File: config.mk
export PLATFORM = sky130hd
export DESIGN_NAME = vtc_front
export DESIGN_NICKNAME = d
export VERILOG_FILES = /design/src/rtl/vtc_pkg.sv /design/src/rtl/vtc_front.sv
export SDC_FILE = /design/constraint.sdc
export NUM_CORES = 1
export LEC_CHECK = 0
export BUFFER_PORTS_ARGS = -buffer_cell sky130_fd_sc_hd__buf_4
export CAP_MARGIN = 20
export CORE_AREA = 4 4 287 289
export CTS_CLUSTER_DIAMETER = 50
export DETAILED_ROUTE_END_ITERATION = 7
export DIE_AREA = 0 0 291 293
export SKIP_CTS_REPAIR_TIMING = 1
export SYNTH_ARGS = -nofsm -noshare
export SYNTH_HDL_FRONTEND = slang
export SYNTH_SLANG_ARGS = --single-unit
File: constraint.sdc
create_clock -name clk -period 5.1 [get_ports clk]
set_input_delay 0.255 -clock clk [delete_from_list [all_inputs] [get_ports clk]]
set_output_delay 0.255 -clock clk [all_outputs]
set_load 0.02 [all_outputs]
File: src/rtl/vtc_pkg.sv
// ----------------------------------------------------------------------------
// Vertex transform package
// Shared constants, types and helpers for the vertex transform, clip and
// viewport pipeline.
// ----------------------------------------------------------------------------
package vtc_pkg;

	// Fixed-point format of coefficients, coordinates and results.
	localparam int FRAC_BITS = 16;
	localparam int WORD_W    = 32;
	localparam int REG_W     = 13;

	// Clip coordinates keep the full sum of three products plus a translation.
	localparam int SUM_W  = 2 * WORD_W + 2;
	localparam int CLIP_W = SUM_W - FRAC_BITS;

	// Quotient of the perspective divide: one integer bit and the fraction.
	localparam int QUO_W = FRAC_BITS + 1;

	// Normalized coordinate plus one, and its product with a window size.
	localparam int NRM_W = FRAC_BITS + 2;
	localparam int SCR_W = NRM_W + REG_W;

	// Stream widths.
	localparam int IN_DATA_W  = 136;
	localparam int OUT_DATA_W = 96;

	// Input kinds carried on tuser.
	localparam logic FUNC_LOAD = 1'b0;
	localparam logic FUNC_XFRM = 1'b1;

	// Configuration register indexes.
	localparam logic REG_WIDTH  = 1'b0;
	localparam logic REG_HEIGHT = 1'b1;

	localparam logic [REG_W-1:0] WIDTH_RESET  = REG_W'(640);
	localparam logic [REG_W-1:0] HEIGHT_RESET = REG_W'(480);

	// The stored 4x4 matrix, row times four plus column.
	typedef logic signed [WORD_W-1:0] mat_t [16];

	// One vertex waiting between the front and the back.
	typedef struct packed {
		logic signed [WORD_W-1:0] vx;
		logic signed [WORD_W-1:0] vy;
		logic signed [WORD_W-1:0] vz;
	} vert_t;

	// Status that the back reports to the front.
	typedef struct packed {
		logic busy;
		logic pop;
	} back_stat_t;

	// Saturate a non-negative value to the largest signed word.
	function automatic logic [WORD_W-1:0] sat_pos(input logic [63:0] v);
		logic [63:0] lim;
		lim = 64'((64'(1) << (WORD_W - 1)) - 64'(1));
		if (v > lim) begin
			sat_pos = lim[WORD_W-1:0];
		end else begin
			sat_pos = v[WORD_W-1:0];
		end
	endfunction

endpackage

File: src/rtl/vtc_front.sv
// ----------------------------------------------------------------------------
// Vertex transform front end
// Accepts input beats, writes matrix loads into the coefficient store and
// queues vertices for the back end.
// ----------------------------------------------------------------------------
module vtc_front (
	input  logic                             clk,
	input  logic                             arst_n,
	input  logic                             s_tvalid,
	output logic                             s_tready,
	input  logic                             s_tuser,
	input  logic [vtc_pkg::IN_DATA_W-1:0]    s_tdata,
	output vtc_pkg::mat_t                    mat,
	output logic                             q_valid,
	output vtc_pkg::vert_t                   q_head,
	input  vtc_pkg::back_stat_t              stat
);
	import vtc_pkg::*;

	logic [1:0] cnt_q;
	logic       wr_q;
	logic       rd_q;
	vert_t      fifo_q [2];
	mat_t       mat_q;
	logic       push;
	logic       load;
	logic       pop;

	// A load waits until no vertex is queued or in flight, so every vertex
	// sees the matrix that stood when it was accepted.
	always_comb begin
		if (s_tuser == FUNC_XFRM) begin
			s_tready = (cnt_q != 2'd2);
		end else begin
			s_tready = (cnt_q == 2'd0) && !stat.busy;
		end
		push = s_tvalid && s_tready && (s_tuser == FUNC_XFRM);
		load = s_tvalid && s_tready && (s_tuser == FUNC_LOAD);
		pop  = stat.pop && (cnt_q != 2'd0);
	end

	// Coefficient store.
	always_ff @(posedge clk or negedge arst_n) begin
		if (!arst_n) begin
			for (int i = 0; i < 16; i++) begin
				mat_q[i] <= '0;
			end
		end else if (load) begin
			mat_q[s_tdata[3:0]] <= s_tdata[35:4];
		end
	end

	// Two-entry vertex queue.
	always_ff @(posedge clk or negedge arst_n) begin
		if (!arst_n) begin
			cnt_q <= '0;
			wr_q  <= 1'b0;
			rd_q  <= 1'b0;
		end else begin
			if (push) begin
				wr_q <= !wr_q;
			end
			if (pop) begin
				rd_q <= !rd_q;
			end
			cnt_q <= 2'(cnt_q + {1'b0, push} - {1'b0, pop});
		end
	end

	always_ff @(posedge clk) begin
		if (push) begin
			fifo_q[wr_q] <= '{vx: s_tdata[67:36], vy: s_tdata[99:68], vz: s_tdata[131:100]};
		end
	end

	assign mat     = mat_q;
	assign q_valid = (cnt_q != 2'd0);
	assign q_head  = fifo_q[rd_q];

endmodule

==> key figures, run 1 <==
CTS
  • Sink Count: 708
  • Worst-path clk slew: 0.06 ns
  • CTS H-tree depth: 3
  • Clock root buffer: clkbuf_16
  • CTS tree: built
  • TritonCTS buffer count: 86
  • Worst-skew pair later-pin latency: 0.63 ns
  • Clock tree buffer depth: 3

Setup path
  • Worst EP required: 4.85 ns
  • Worst setup SP type: register
  • Cells along the critical path: buf_4 > mux2_2 > buf_4
  • Critical Path Fanout Max: 57
  • Critical path class: reg -> out
  • Worst setup EP type: primary output
  • Crit-path slowest cell: dfrtp_4
  • Critical path data arrival time: 2.92 ns
  • Most numerous cell on the critical path: buf_4
  • Slowest cell delay on critical path: 0.99 ns

GRT
  • GRT Util Overall: 19.2%
  • Initial antenna violation count: 13
  • Largest net degree at the start of global routing: 155
  • GRT Residual Overflow: 0
  • First-pass GRT wire length: 122000 microns
  • Number of global-route vias before repair: 17100

Routing
  • Drt initial violations: 655
  • Via/cell ratio: 4.70
  • Routed WL per cell: 24.7 microns
  • Vias: 16200
  • Final ANT Viol Nets: 0
  • Drt drc: 0
  • Detailed Routing Iterations Pass 1: 5
  • WL final: 85300 microns

Timing
  • Hold Fails Final Rpt: 0
  • Max-slew violations: 0
  • Fmax: 315 MHz
  • Final Critical Period: 3.18 ns
  • Max Clock Skew: 0.0283 ns
  • Max-Slew Margin vs Limit: 36.4%
  • Period utilisation layout: 62.3%
  • Final setup viols: 0
  • RSZ-0062 raised after global routing: no
  • Setup TNS: 0 ns
  • Slew @ Worst Pin: 0.954 ns
  • Final worst setup slack: 1.92 ns

Place
  • Placed Cells: 3191
  • Port bufs: 747
  • DP HPWL: 59400 microns
  • Final weighted congestion in routability-driven placement: 0.778
  • Dpl ws: 2.20 ns

Final layout
  • Post-layout util: 46.2%
  • Layout cells sized above 1: 61.3%
  • Nets: 2460
  • Area Overhead vs Synth: 41.0%
  • Non-filler cells in the finished layout: 3454

Power
  • Int Pwr: 12.2 mW
  • Psw: 5.36 mW
  • Leakage: 18.2 nW
  • Clock share of power: 34.3%
  • Switching part of the total: 30.5%
  • VDD IR max: 293 uV
  • PD cells: 476 mW/mm^2
  • Sequential power share: 40.7%
  • Comb power frac: 24.9%

Logic synthesis
  • Register area share after synthesis: 71.3%
  • Post-synth cell types: 28
  • Syn_nets: 1596
  • Synthesized flop and latch total: 708
  • Synth warnings: 0
  • Synth Instances: 1453
  • Post-Synthesis Cell Area: 0.0262 sq mm
  • Syn avg cell area: 18.0 sq um

Floorplan
  • DIE WIDTH: 291 microns
  • Die area: 0.0853 sq mm
  • Core Rows: 104
  • # IOs: 752
  • Initial Utilization: 32.8%
  • Core ar.: 0.0799 sq mm
  • Die Y: 293 microns

Job
  • Max-Cap Viols: 0

Run status
  • Status: complete, no violations

Min path
  • Hold Path Class: in -> reg
==> cells by family after synthesis <==
family	synth area share, %
mux	26.1
xor+xnor	0.134
compound gates	0.0764
buf+inv	1.46
fa+ha+maj	0.0478
flops	71.3
simple gates	0.822
==> Yosys cell counts <==
cell | instances | area [sq um]
o21a_1 | 1 | 7.51
nor4_4 | 1 | 21.3
nor2_1 | 3 | 11.3
nor4_2 | 1 | 12.5
nand3_2 | 2 | 20.0
a21oi_1 | 1 | 5.00
nor2_2 | 2 | 12.5
and2_1 | 1 | 6.26
buf_1 | 19 | 71.3
mux2_1 | 76 | 856
clkbuf_1 | 42 | 158
nor2b_1 | 3 | 18.8
edfxtp_1 | 192 | 5770
ha_1 | 1 | 12.5
or3b_1 | 1 | 8.76
xor2_1 | 1 | 8.76
nand2_1 | 16 | 60.1
or4b_1 | 1 | 10.0
mux2_2 | 532 | 5990
dfrtp_1 | 516 | 12900
a211oi_1 | 1 | 7.51
buf_2 | 30 | 150
nand2b_1 | 1 | 6.26
xnor2_1 | 3 | 26.3
or3_1 | 1 | 6.26
and3_1 | 1 | 6.26
inv_1 | 1 | 3.75
nand3_1 | 3 | 15.0
==> layout by cell type (no fill, tap or decap), types with 3 or more instances in the layout <==
cell type,instances
clkinv_4,4
clkinvlp_4,7
mux2_2,532
clkbuf_1,14
buf_12,6
inv_16,3
dlygate4sd3_1,98
buf_4,762
nor2_1,3
inv_6,8
clkbuf_16,86
clkinv_2,9
clkbuf_8,14
bufinv_16,4
edfxtp_1,192
inv_8,4
xnor2_1,3
nand2_1,4
diode_2,7
mux2_1,76
dfrtp_1,515
nand2_2,12
clkinv_1,4
==> area by class of cell <==
cell class	count	area (sq um)
diodes	7	17.5
fillers	7057	43000
well taps	1060	1330
inverters	1	3.75
repair buffers	867	6840
clock buffers	114	2400
clock inverters	44	459
flip-flops and latches	708	18700
multi-input cells	653	7190
==> final timing paths <==
path	start	endpoint	slack, ns	cells after the start
hold / removal	s_tdata[6]	mat[98]$_DFFE_PN0P_	0.03	2
max in group asynchronous	arst_n	mat[58]$_DFFE_PN0P_	3.49	3
setup reg to reg	cnt_q[0]$_DFF_PN0_	mat[49]$_DFFE_PN0P_	2.26	5
hold reg to reg	mat[244]$_DFFE_PN0P_	mat[244]$_DFFE_PN0P_	0.49	1
min in group asynchronous	arst_n	mat[254]$_DFFE_PN0P_	0.24	2
setup / recovery	rd_q$_DFFE_PN0P_	q_head[70]	1.92	3
==> stage by stage <==
stage          hold WS (ns)  power, mW  area (sq um)
4_1_cts              -0.350       17.7         35900
2_1_floorplan       -0.0406       9.41         26200
5_1_grt             0.00452       18.3         36900
3_5_place_dp          0.334       11.6         33100
3_3_place_gp          0.329       11.5         33000
6_report             0.0329       17.6         36900
==> power groups by stage <==
stage / clock [mW] / sequential (mW) / combinational, mW
floorplan: 0 / 7.87 / 1.54
global placement: 0 / 7.21 / 4.34
detailed placement: 0 / 7.26 / 4.37
CTS: 6.20 / 7.16 / 4.38
global route: 6.46 / 7.26 / 4.63
finish: 6.04 / 7.16 / 4.38
==> routing by layer <==
layer	global-route usage, %	part of all wire [%]
met5	0	0.0082
met4	5.87	2.5
met1	22.6	39
met3	7.60	8.8
met2	32.4	50
==> sequential cells by signal (all words and copies together), names as in the netlist <==
register,count
mat,512
wr_q,1
cnt_q,2
rd_q,1
fifo_q,192
==> critical path: cells and delay by family, from the launching register on <==
kind                   cells  cell delay (ns)
flip-flops                 1             0.99
buffers and inverters      2             0.78
multiplexers               1             0.46
Power figures use the tool's default switching activity.
==> run 2: changes to the inputs <==
Settings changed: ABC_AREA from default to 1, CORE_AREA 4 4 287 289 to 4 4 289 291, DIE_AREA 0 0 291 293 to 0 0 293 295.
Clock period 5.1 ns to 2.6 ns, I/O delays scaled along.
==> run 2 against run 1 <==
Against the previous run:
- sequential power up 110%
- critical path depth increased by 2
- clock power grew 120%
- clock skew rose by 0.0032 ns
- flip-flop and latch count did not move
- worst setup slack got worse by 1.7 ns
- cell count is 54% higher
- sequential share of layout area down 6.2 points
- die area grew 1.4%
- clock-buffer cell count up 1
- critical endpoint is now q_head[38]
- largest cell class unchanged
==> key figures, run 2 <==
Run status
  • Status: complete, no violations

Final layout
  • Post-layout util: 52.3% (+6.1 points)
  • Most common cell after layout, fill and taps aside: nand2_1
  • Non-filler cells in the finished layout: 5306 (+54%)
  • Fillers: 7318 (+3.7%)
  • Fin area: 0.0421 sq mm (+14%)
  • Register area: 0.0187 sq mm (about the same)
  • Area Overhead vs Synth: 35.6%
  • Commonest non-fill, non-tap cells in the layout: 1327 x nand2_1, 803 x buf_4, 525 x inv_1
  • Layout cells sized above 1: 23.6% (-38 points)
  • Max reg flops: 512 (unchanged)
  • Nets: 4306 (+75%)
  • Multi-input logic area: 0.00916 sq mm (+27%)

Power
  • Tot Pwr: 42.3 mW (+140%)
  • Leakage: 19.9 nW (+9.5%)
  • VDD IR max: 697 uV (+140%)
  • PD cells: 1010 mW/mm^2 (+110%)

Logic synthesis
  • Post-Synth Adder-Cell Area: 0.0403% (-0.0075 points)
  • Commonest cells in the netlist: 1332 x nand2_1, 525 x inv_1, 516 x dfrtp_1, 512 x o21bai_1, 192 x edfxtp_1
  • Syn_nets: 3497 (+120%)
  • Top FF cell, synth: dfrtp_1
  • Count leader, synth: nand2_1
  • Synth Instances: 3354 (+130%)
  • Synth warnings: 0 (unchanged)
  • Synthesized flop and latch total: 708 (unchanged)
  • Post-Synthesis Cell Area: 0.0311 sq mm (+19%)
  • Yosys top cell area share: 41.6% (-7.7 points)
  • Mux cell area share after synthesis: 0% (-26 points)
  • Post-synth cell types: 19 (-32%)
  • Syn avg cell area: 9.26 sq um (-49%)
  • Post-Synth Simple-Gate Area: 16.8% (+16 points)
  • Register area share after synthesis: 60.1% (-11 points)
  • Largest cells by area after synthesis: dfrtp_1 42%, edfxtp_1 19%, nand2_1 16%
  • Cell accounting for the most synthesized area: dfrtp_1
  • Ys async rst share: 72.9% (unchanged)
  • EDFF count, synth: 192 (unchanged)
  • Largest family of logic cells by synthesized area: simple AND/OR/NAND/NOR gates
  • Synth Area in Compound Gates: 12.4% (+12 points)
  • Post-Synth XOR/XNOR Area: 0.141% (+0.0073 points)

CTS
  • Clock tree buffer depth: 3 (unchanged)
  • Worst-skew pair later-pin latency: 0.63 ns (about the same)
  • CTS H-tree depth: 3 (unchanged)
  • Clock root buffer: clkbuf_16
  • TritonCTS buffer count: 92 (+7.0%)
  • Sink Count: 708 (unchanged)
  • Worst-path clk slew: 0.06 ns (about the same)
  • CTS tree: built

Timing
  • Final worst setup slack: 0.230 ns (-1.69 ns)
  • Period utilisation layout: 91.1%
  • Max Clock Skew: 0.0316 ns (+0.00322 ns)
  • Final Critical Period: 2.37 ns
  • Worst Hold Slack: 0.0172 ns (-0.0158 ns)
  • Max-slew violations: 0 (unchanged)
  • RSZ-0062 raised after global routing: no
  • Hold Fails Final Rpt: 0 (unchanged)
  • Setup TNS: 0 ns (unchanged)
  • Max-Slew Margin vs Limit: 34.0% (-2.4 points)
  • Slew @ Worst Pin: 0.988 ns (+0.0337 ns)
  • Fmax: 422 MHz
  • Final setup viols: 0 (unchanged)

Min path
  • Hold Path Class: in -> async

Floorplan
  • Die area: 0.0864 sq mm (+1.4%)
  • DIE WIDTH: 293 microns (+0.69%)
  • Die Y: 295 microns (+0.68%)
  • Core Rows: 104 (unchanged)
  • # IOs: 752 (unchanged)
  • Core ar.: 0.0805 sq mm (+0.81%)
  • Initial Utilization: 38.6% (+5.8 points)

GRT
  • Top Usage Layer GRT: met2
  • Met2 usage: 42.6% (+10 points)
  • Initial antenna violation count: 7 (-6)
  • First-pass GRT wire length: 165000 microns (+36%)
  • Largest net degree at the start of global routing: 93 (-40%)
  • Met1 GRT Util: 31.5% (+8.9 points)
  • GRT Util Overall: 25.5% (+6.4 points)
  • M3 GR Usage: 6.98% (-0.63 points)
  • Number of global-route vias before repair: 24100 (+41%)
  • GRT Residual Overflow: 0 (unchanged)

Setup path
  • Worst setup SP type: register
  • Worst EP required: 2.47 ns (-2.38 ns)
  • Slowest cell delay on critical path: 0.63 ns (-0.36 ns)
  • Critical path class: reg -> out
  • Critical path data arrival time: 2.24 ns (-0.68 ns)
  • Crit-path slowest cell: dfrtp_2
  • Worst path top cell family by delay: buffers and inverters
  • Bufs and invs on worst path: 3 (+1)
  • Critical Path Fanout Max: 34 (-40%)
  • Cells along the critical path: inv_2 > buf_4 > nand2_1 > nand2_1 > buf_4
  • Worst setup EP type: primary output

Job
  • Max-Cap Viols: 0 (unchanged)

Routing
  • Drt initial violations: 1846 (+180%)
  • Via/cell ratio: 4.71 (+0.19%)
  • Drt drc: 0 (unchanged)
  • Routed WL per cell: 21.7 microns (-12%)
  • Final ANT Viol Nets: 0 (unchanged)
  • WL final: 115000 microns (+35%)
  • Vias: 25000 (+54%)
  • Detailed Routing Iterations Pass 1: 5 (unchanged)

Place
  • Area after DPL: 0.0376 sq mm (+14%)
  • Final weighted congestion in routability-driven placement: 0.844 (+8.5%)
  • Dpl ws: 0.552 ns (-1.65 ns)
  • Placed Cells: 4999 (+57%)
  • Port bufs: 747 (unchanged)
  • DP HPWL: 76700 microns (+29%)
-- run 2: logic make-up after synthesis --
family | after synthesis
simple gates | 1363
flops | 708
fa+ha+maj | 1
compound gates | 512
buf+inv | 765
xor+xnor | 5
-- run 2: area by class of cell --
cell class                 count  area share [%]
timing repair buffer         954            18.4
sequential                   708            44.4
clock buffer                 115            5.92
clock inverter                56            1.71
multi-input combinational   1881            21.7
inverter                     526            4.69
tap                         1060            3.15
antenna                        6          0.0357
-- run 2: final timing paths --
path                                     from              endpoint  slack [ns]  cells after the start
min in group clk                   s_tdata[2]  mat[510]$_DFFE_PN0P_        0.02                      6
max reg2reg                cnt_q[1]$_DFF_PN0_  mat[308]$_DFFE_PN0P_        0.51                      6
max                          rd_q$_DFFE_PN0P_            q_head[38]        0.23                      5
min                                    arst_n  mat[369]$_DFFE_PN0P_        0.02                      2
max in group asynchronous              arst_n  mat[101]$_DFFE_PN0P_        1.54                      3
min reg2reg                cnt_q[0]$_DFF_PN0_    cnt_q[0]$_DFF_PN0_        0.58                      1
-- run 2: metal layers --
metal / vias up / wire length, microns
met5: - / 0
met4: 0 / 5040
met3: 200 / 9380
met2: 957 / 55900
met1: 12000 / 44700
li1: 11800 / -
-- run 2: report_power, final --
| group | switching (mW) | internal, mW | total, mW | leakage (nW) |
|---|---|---|---|---|
| combinational | 8.55 | 5.55 | 14.1 | 11.8 |
| sequential | 1.36 | 13.8 | 15.1 | 6.56 |
| clock | 5.26 | 7.84 | 13.1 | 1.54 |
| total | 15.2 | 27.2 | 42.3 | 19.9 |
==> run 3: changes to the inputs <==
Settings changed: CELL_PAD_IN_SITES_DETAIL_PLACEMENT from default to 1, CELL_PAD_IN_SITES_GLOBAL_PLACEMENT from default to 1, CORE_AREA 4 4 289 291 to 4 4 345 262, DIE_AREA 0 0 293 295 to 0 0 349 266, PLACE_DENSITY_LB_ADDON from default to 0.1.
==> run 3 against run 2 <==
Against the previous run:
- via count rose by 1.1%
- critical path depth did not move
- global-route usage rose by 0.25 points
- maximum frequency rose by 11%
- cell area barely moved
- register-to-register slack improved by 0.15 ns
- routed wire length rose by 7.5%
- non-clock buffer count fell by 2
- clock skew fell by 0.013 ns
- die area rose by 7.4%
- core utilization fell by 4.0 points
- highest routed layer unchanged
==> key figures, run 3 (same netlist as run 2, synthesis figures left out) <==
GRT
  • First-pass GRT wire length: 176000 microns (+6.8%)
  • Largest net degree at the start of global routing: 98 (+5.4%)
  • GRT Residual Overflow: 0 (unchanged)
  • Initial antenna violation count: 10 (+3)
  • Number of global-route vias before repair: 25400 (+5.4%)
  • GRT Util Overall: 25.8% (+0.25 points)

CTS
  • Clock tree buffer depth: 3 (unchanged)
  • Worst-path clk slew: 0.06 ns (about the same)
  • Clock root buffer: clkbuf_16
  • CTS H-tree depth: 3 (unchanged)
  • Sink Count: 708 (unchanged)
  • Worst-skew pair later-pin latency: 0.65 ns (+0.02 ns)
  • CTS tree: built
  • TritonCTS buffer count: 86 (-6.5%)

Setup path
  • R2R depth: 7 (+1)
  • Critical Path Fanout Max: 46 (+35%)
  • Most numerous cell on the critical path: nand2_1
  • Worst setup SP type: register
  • Bufs and invs on worst path: 3 (unchanged)
  • Worst setup EP type: primary output
  • Worst path top cell family by delay: buffers and inverters
  • Worst EP required: 2.47 ns (about the same)
  • Cells along the critical path: inv_2 > buf_12 > nand2_1 > nand2_1 > buf_4
  • Critical path data arrival time: 2.01 ns (-0.23 ns)
  • Critical path class: reg -> out
  • Cell count along the critical path: 5 (unchanged)
  • Crit-path slowest cell: dfrtp_2
  • Slowest cell delay on critical path: 0.42 ns (-0.21 ns)
  • Setup slack, reg-to-reg: 0.66 ns (+0.15 ns)

Final layout
  • Max reg flops: 512 (unchanged)
  • Commonest non-fill, non-tap cells in the layout: 1327 x nand2_1, 799 x buf_4, 525 x inv_1
  • Area Overhead vs Synth: 35.5% (about the same)
  • Fin area: 0.0421 sq mm (about the same)
  • Most common cell after layout, fill and taps aside: nand2_1
  • Layout cells sized above 1: 23.5% (-0.11 points)
  • Nets: 4298 (-0.19%)

Timing
  • Setup TNS: 0 ns (unchanged)
  • Period utilisation layout: 82.2% (-8.9 points)
  • RSZ-0062 raised after global routing: no
  • Fmax: 468 MHz (+11%)
  • Max-slew violations: 0 (unchanged)
  • Final Critical Period: 2.14 ns (-0.232 ns)
  • Hold Fails Final Rpt: 0 (unchanged)
  • Max-Slew Margin vs Limit: 50.8% (+17 points)
  • Final setup viols: 0 (unchanged)
  • Max Clock Skew: 0.0181 ns (-0.0135 ns)
  • Slew @ Worst Pin: 0.737 ns (-0.250 ns)

Floorplan
  • Initial Utilization: 35.6% (-2.9 points)
  • Die Y: 266 microns (-9.8%)
  • # IOs: 752 (unchanged)
  • Core ar.: 0.0872 sq mm (+8.2%)
  • DIE WIDTH: 349 microns (+19%)
  • Die area: 0.0928 sq mm (+7.4%)
  • Core Rows: 94 (-9.6%)

Place
  • Final weighted congestion in routability-driven placement: 0.785 (-6.9%)
  • Port bufs: 747 (unchanged)
  • Area after DPL: 0.0377 sq mm (+0.36%)
  • DP HPWL: 83200 microns (+8.6%)

Run status
  • Status: complete, no violations

Routing
  • Routed WL per cell: 23.0 microns (+5.9%)
  • WL final: 124000 microns (+7.5%)
  • Vias: 25300 (+1.1%)
  • Via/cell ratio: 4.69 (-0.44%)
  • Drt initial violations: 1463 (-21%)
  • Drt drc: 0 (unchanged)
  • Detailed Routing Iterations Pass 1: 5 (unchanged)
  • Final ANT Viol Nets: 0 (unchanged)

Power
  • PD cells: 1010 mW/mm^2 (about the same)
  • Tot Pwr: 42.3 mW (about the same)
  • Leakage: 19.9 nW (-0.27%)
  • VDD IR max: 537 uV (-23%)

Min path
  • Worst Hold Depth: 6
  • Hold Path Class: in -> reg

Job
  • Max-Cap Viols: 0 (unchanged)
==> run 3: cell count changes in the layout (fill, tap and decap cells not counted), sizes merged <==
cell,change
bufinv,+2
clkinv,-10
clkinvlp,-3
buf,-2
diode,+5
inv,+5
clkbuf,-7
==> run 3: final timing paths <==
path | from | end
max | rd_q$_DFFE_PN0P_ | q_head[67]
max in group asynchronous | arst_n | mat[318]$_DFFE_PN0P_
min | s_tdata[0] | mat[383]$_DFFE_PN0P_
min reg2reg | mat[16]$_DFFE_PN0P_ | mat[16]$_DFFE_PN0P_
max reg2reg | cnt_q[1]$_DFF_PN0_ | mat[206]$_DFFE_PN0P_
min in group asynchronous | arst_n | mat[16]$_DFFE_PN0P_
==> run 3: layer usage <==
metal,wire [microns],vias to the layer above,share of wire [%],track usage (%)
li1,-,11800,-,-
met1,51500,12600,42,32.7
met2,60000,700,48,43.2
met3,7830,199,6.3,6.61
met4,4340,0,3.5,8.55
met5,0,-,0,0
==> run 3: layout make-up <==
| cell class | instances | area, sq um |
|---|---|---|
| multi-input cells | 1881 | 9170 |
| diodes | 11 | 27.5 |
| clock inverters | 50 | 679 |
| repair buffers | 952 | 7750 |
| fillers | 9906 | 45100 |
| flip-flops and latches | 708 | 18700 |
| clock buffers | 108 | 2350 |
| well taps | 1152 | 1440 |
| inverters | 526 | 1970 |
==> run 3: power by group <==
group	internal, mW	switching, mW	leakage [nW]	total (mW)
Combinational	5.57	8.86	11.8	14.4
Sequential	13.8	1.25	6.56	15.0
Clock	7.62	5.24	1.49	12.9
Total	27.0	15.3	19.9	42.3
==> run 3: metrics by stage <==
step                setup WS [ns]  utilization [%]  std cells  hold WS [ns]
floorplan                   -1.05                -       3354        -0.166
global placement            0.678             43.3       5089         0.171
detailed placement          0.642             43.3       5089         0.175
CTS                         0.415             46.7       5247        -0.538
global route                0.366             48.3       5384        0.0335
finish                      0.463             48.3       5388        0.0345
==> run 3: worst reg2reg max path, cell delays in order, from the launching register on <==
cell     delay, ns
dfrtp_1       0.41
nor2_2        0.21
nand4_4       0.14
buf_12        0.22
nor2_4        0.43
buf_12        0.26
nand2_1       0.09
nand2_1       0.09
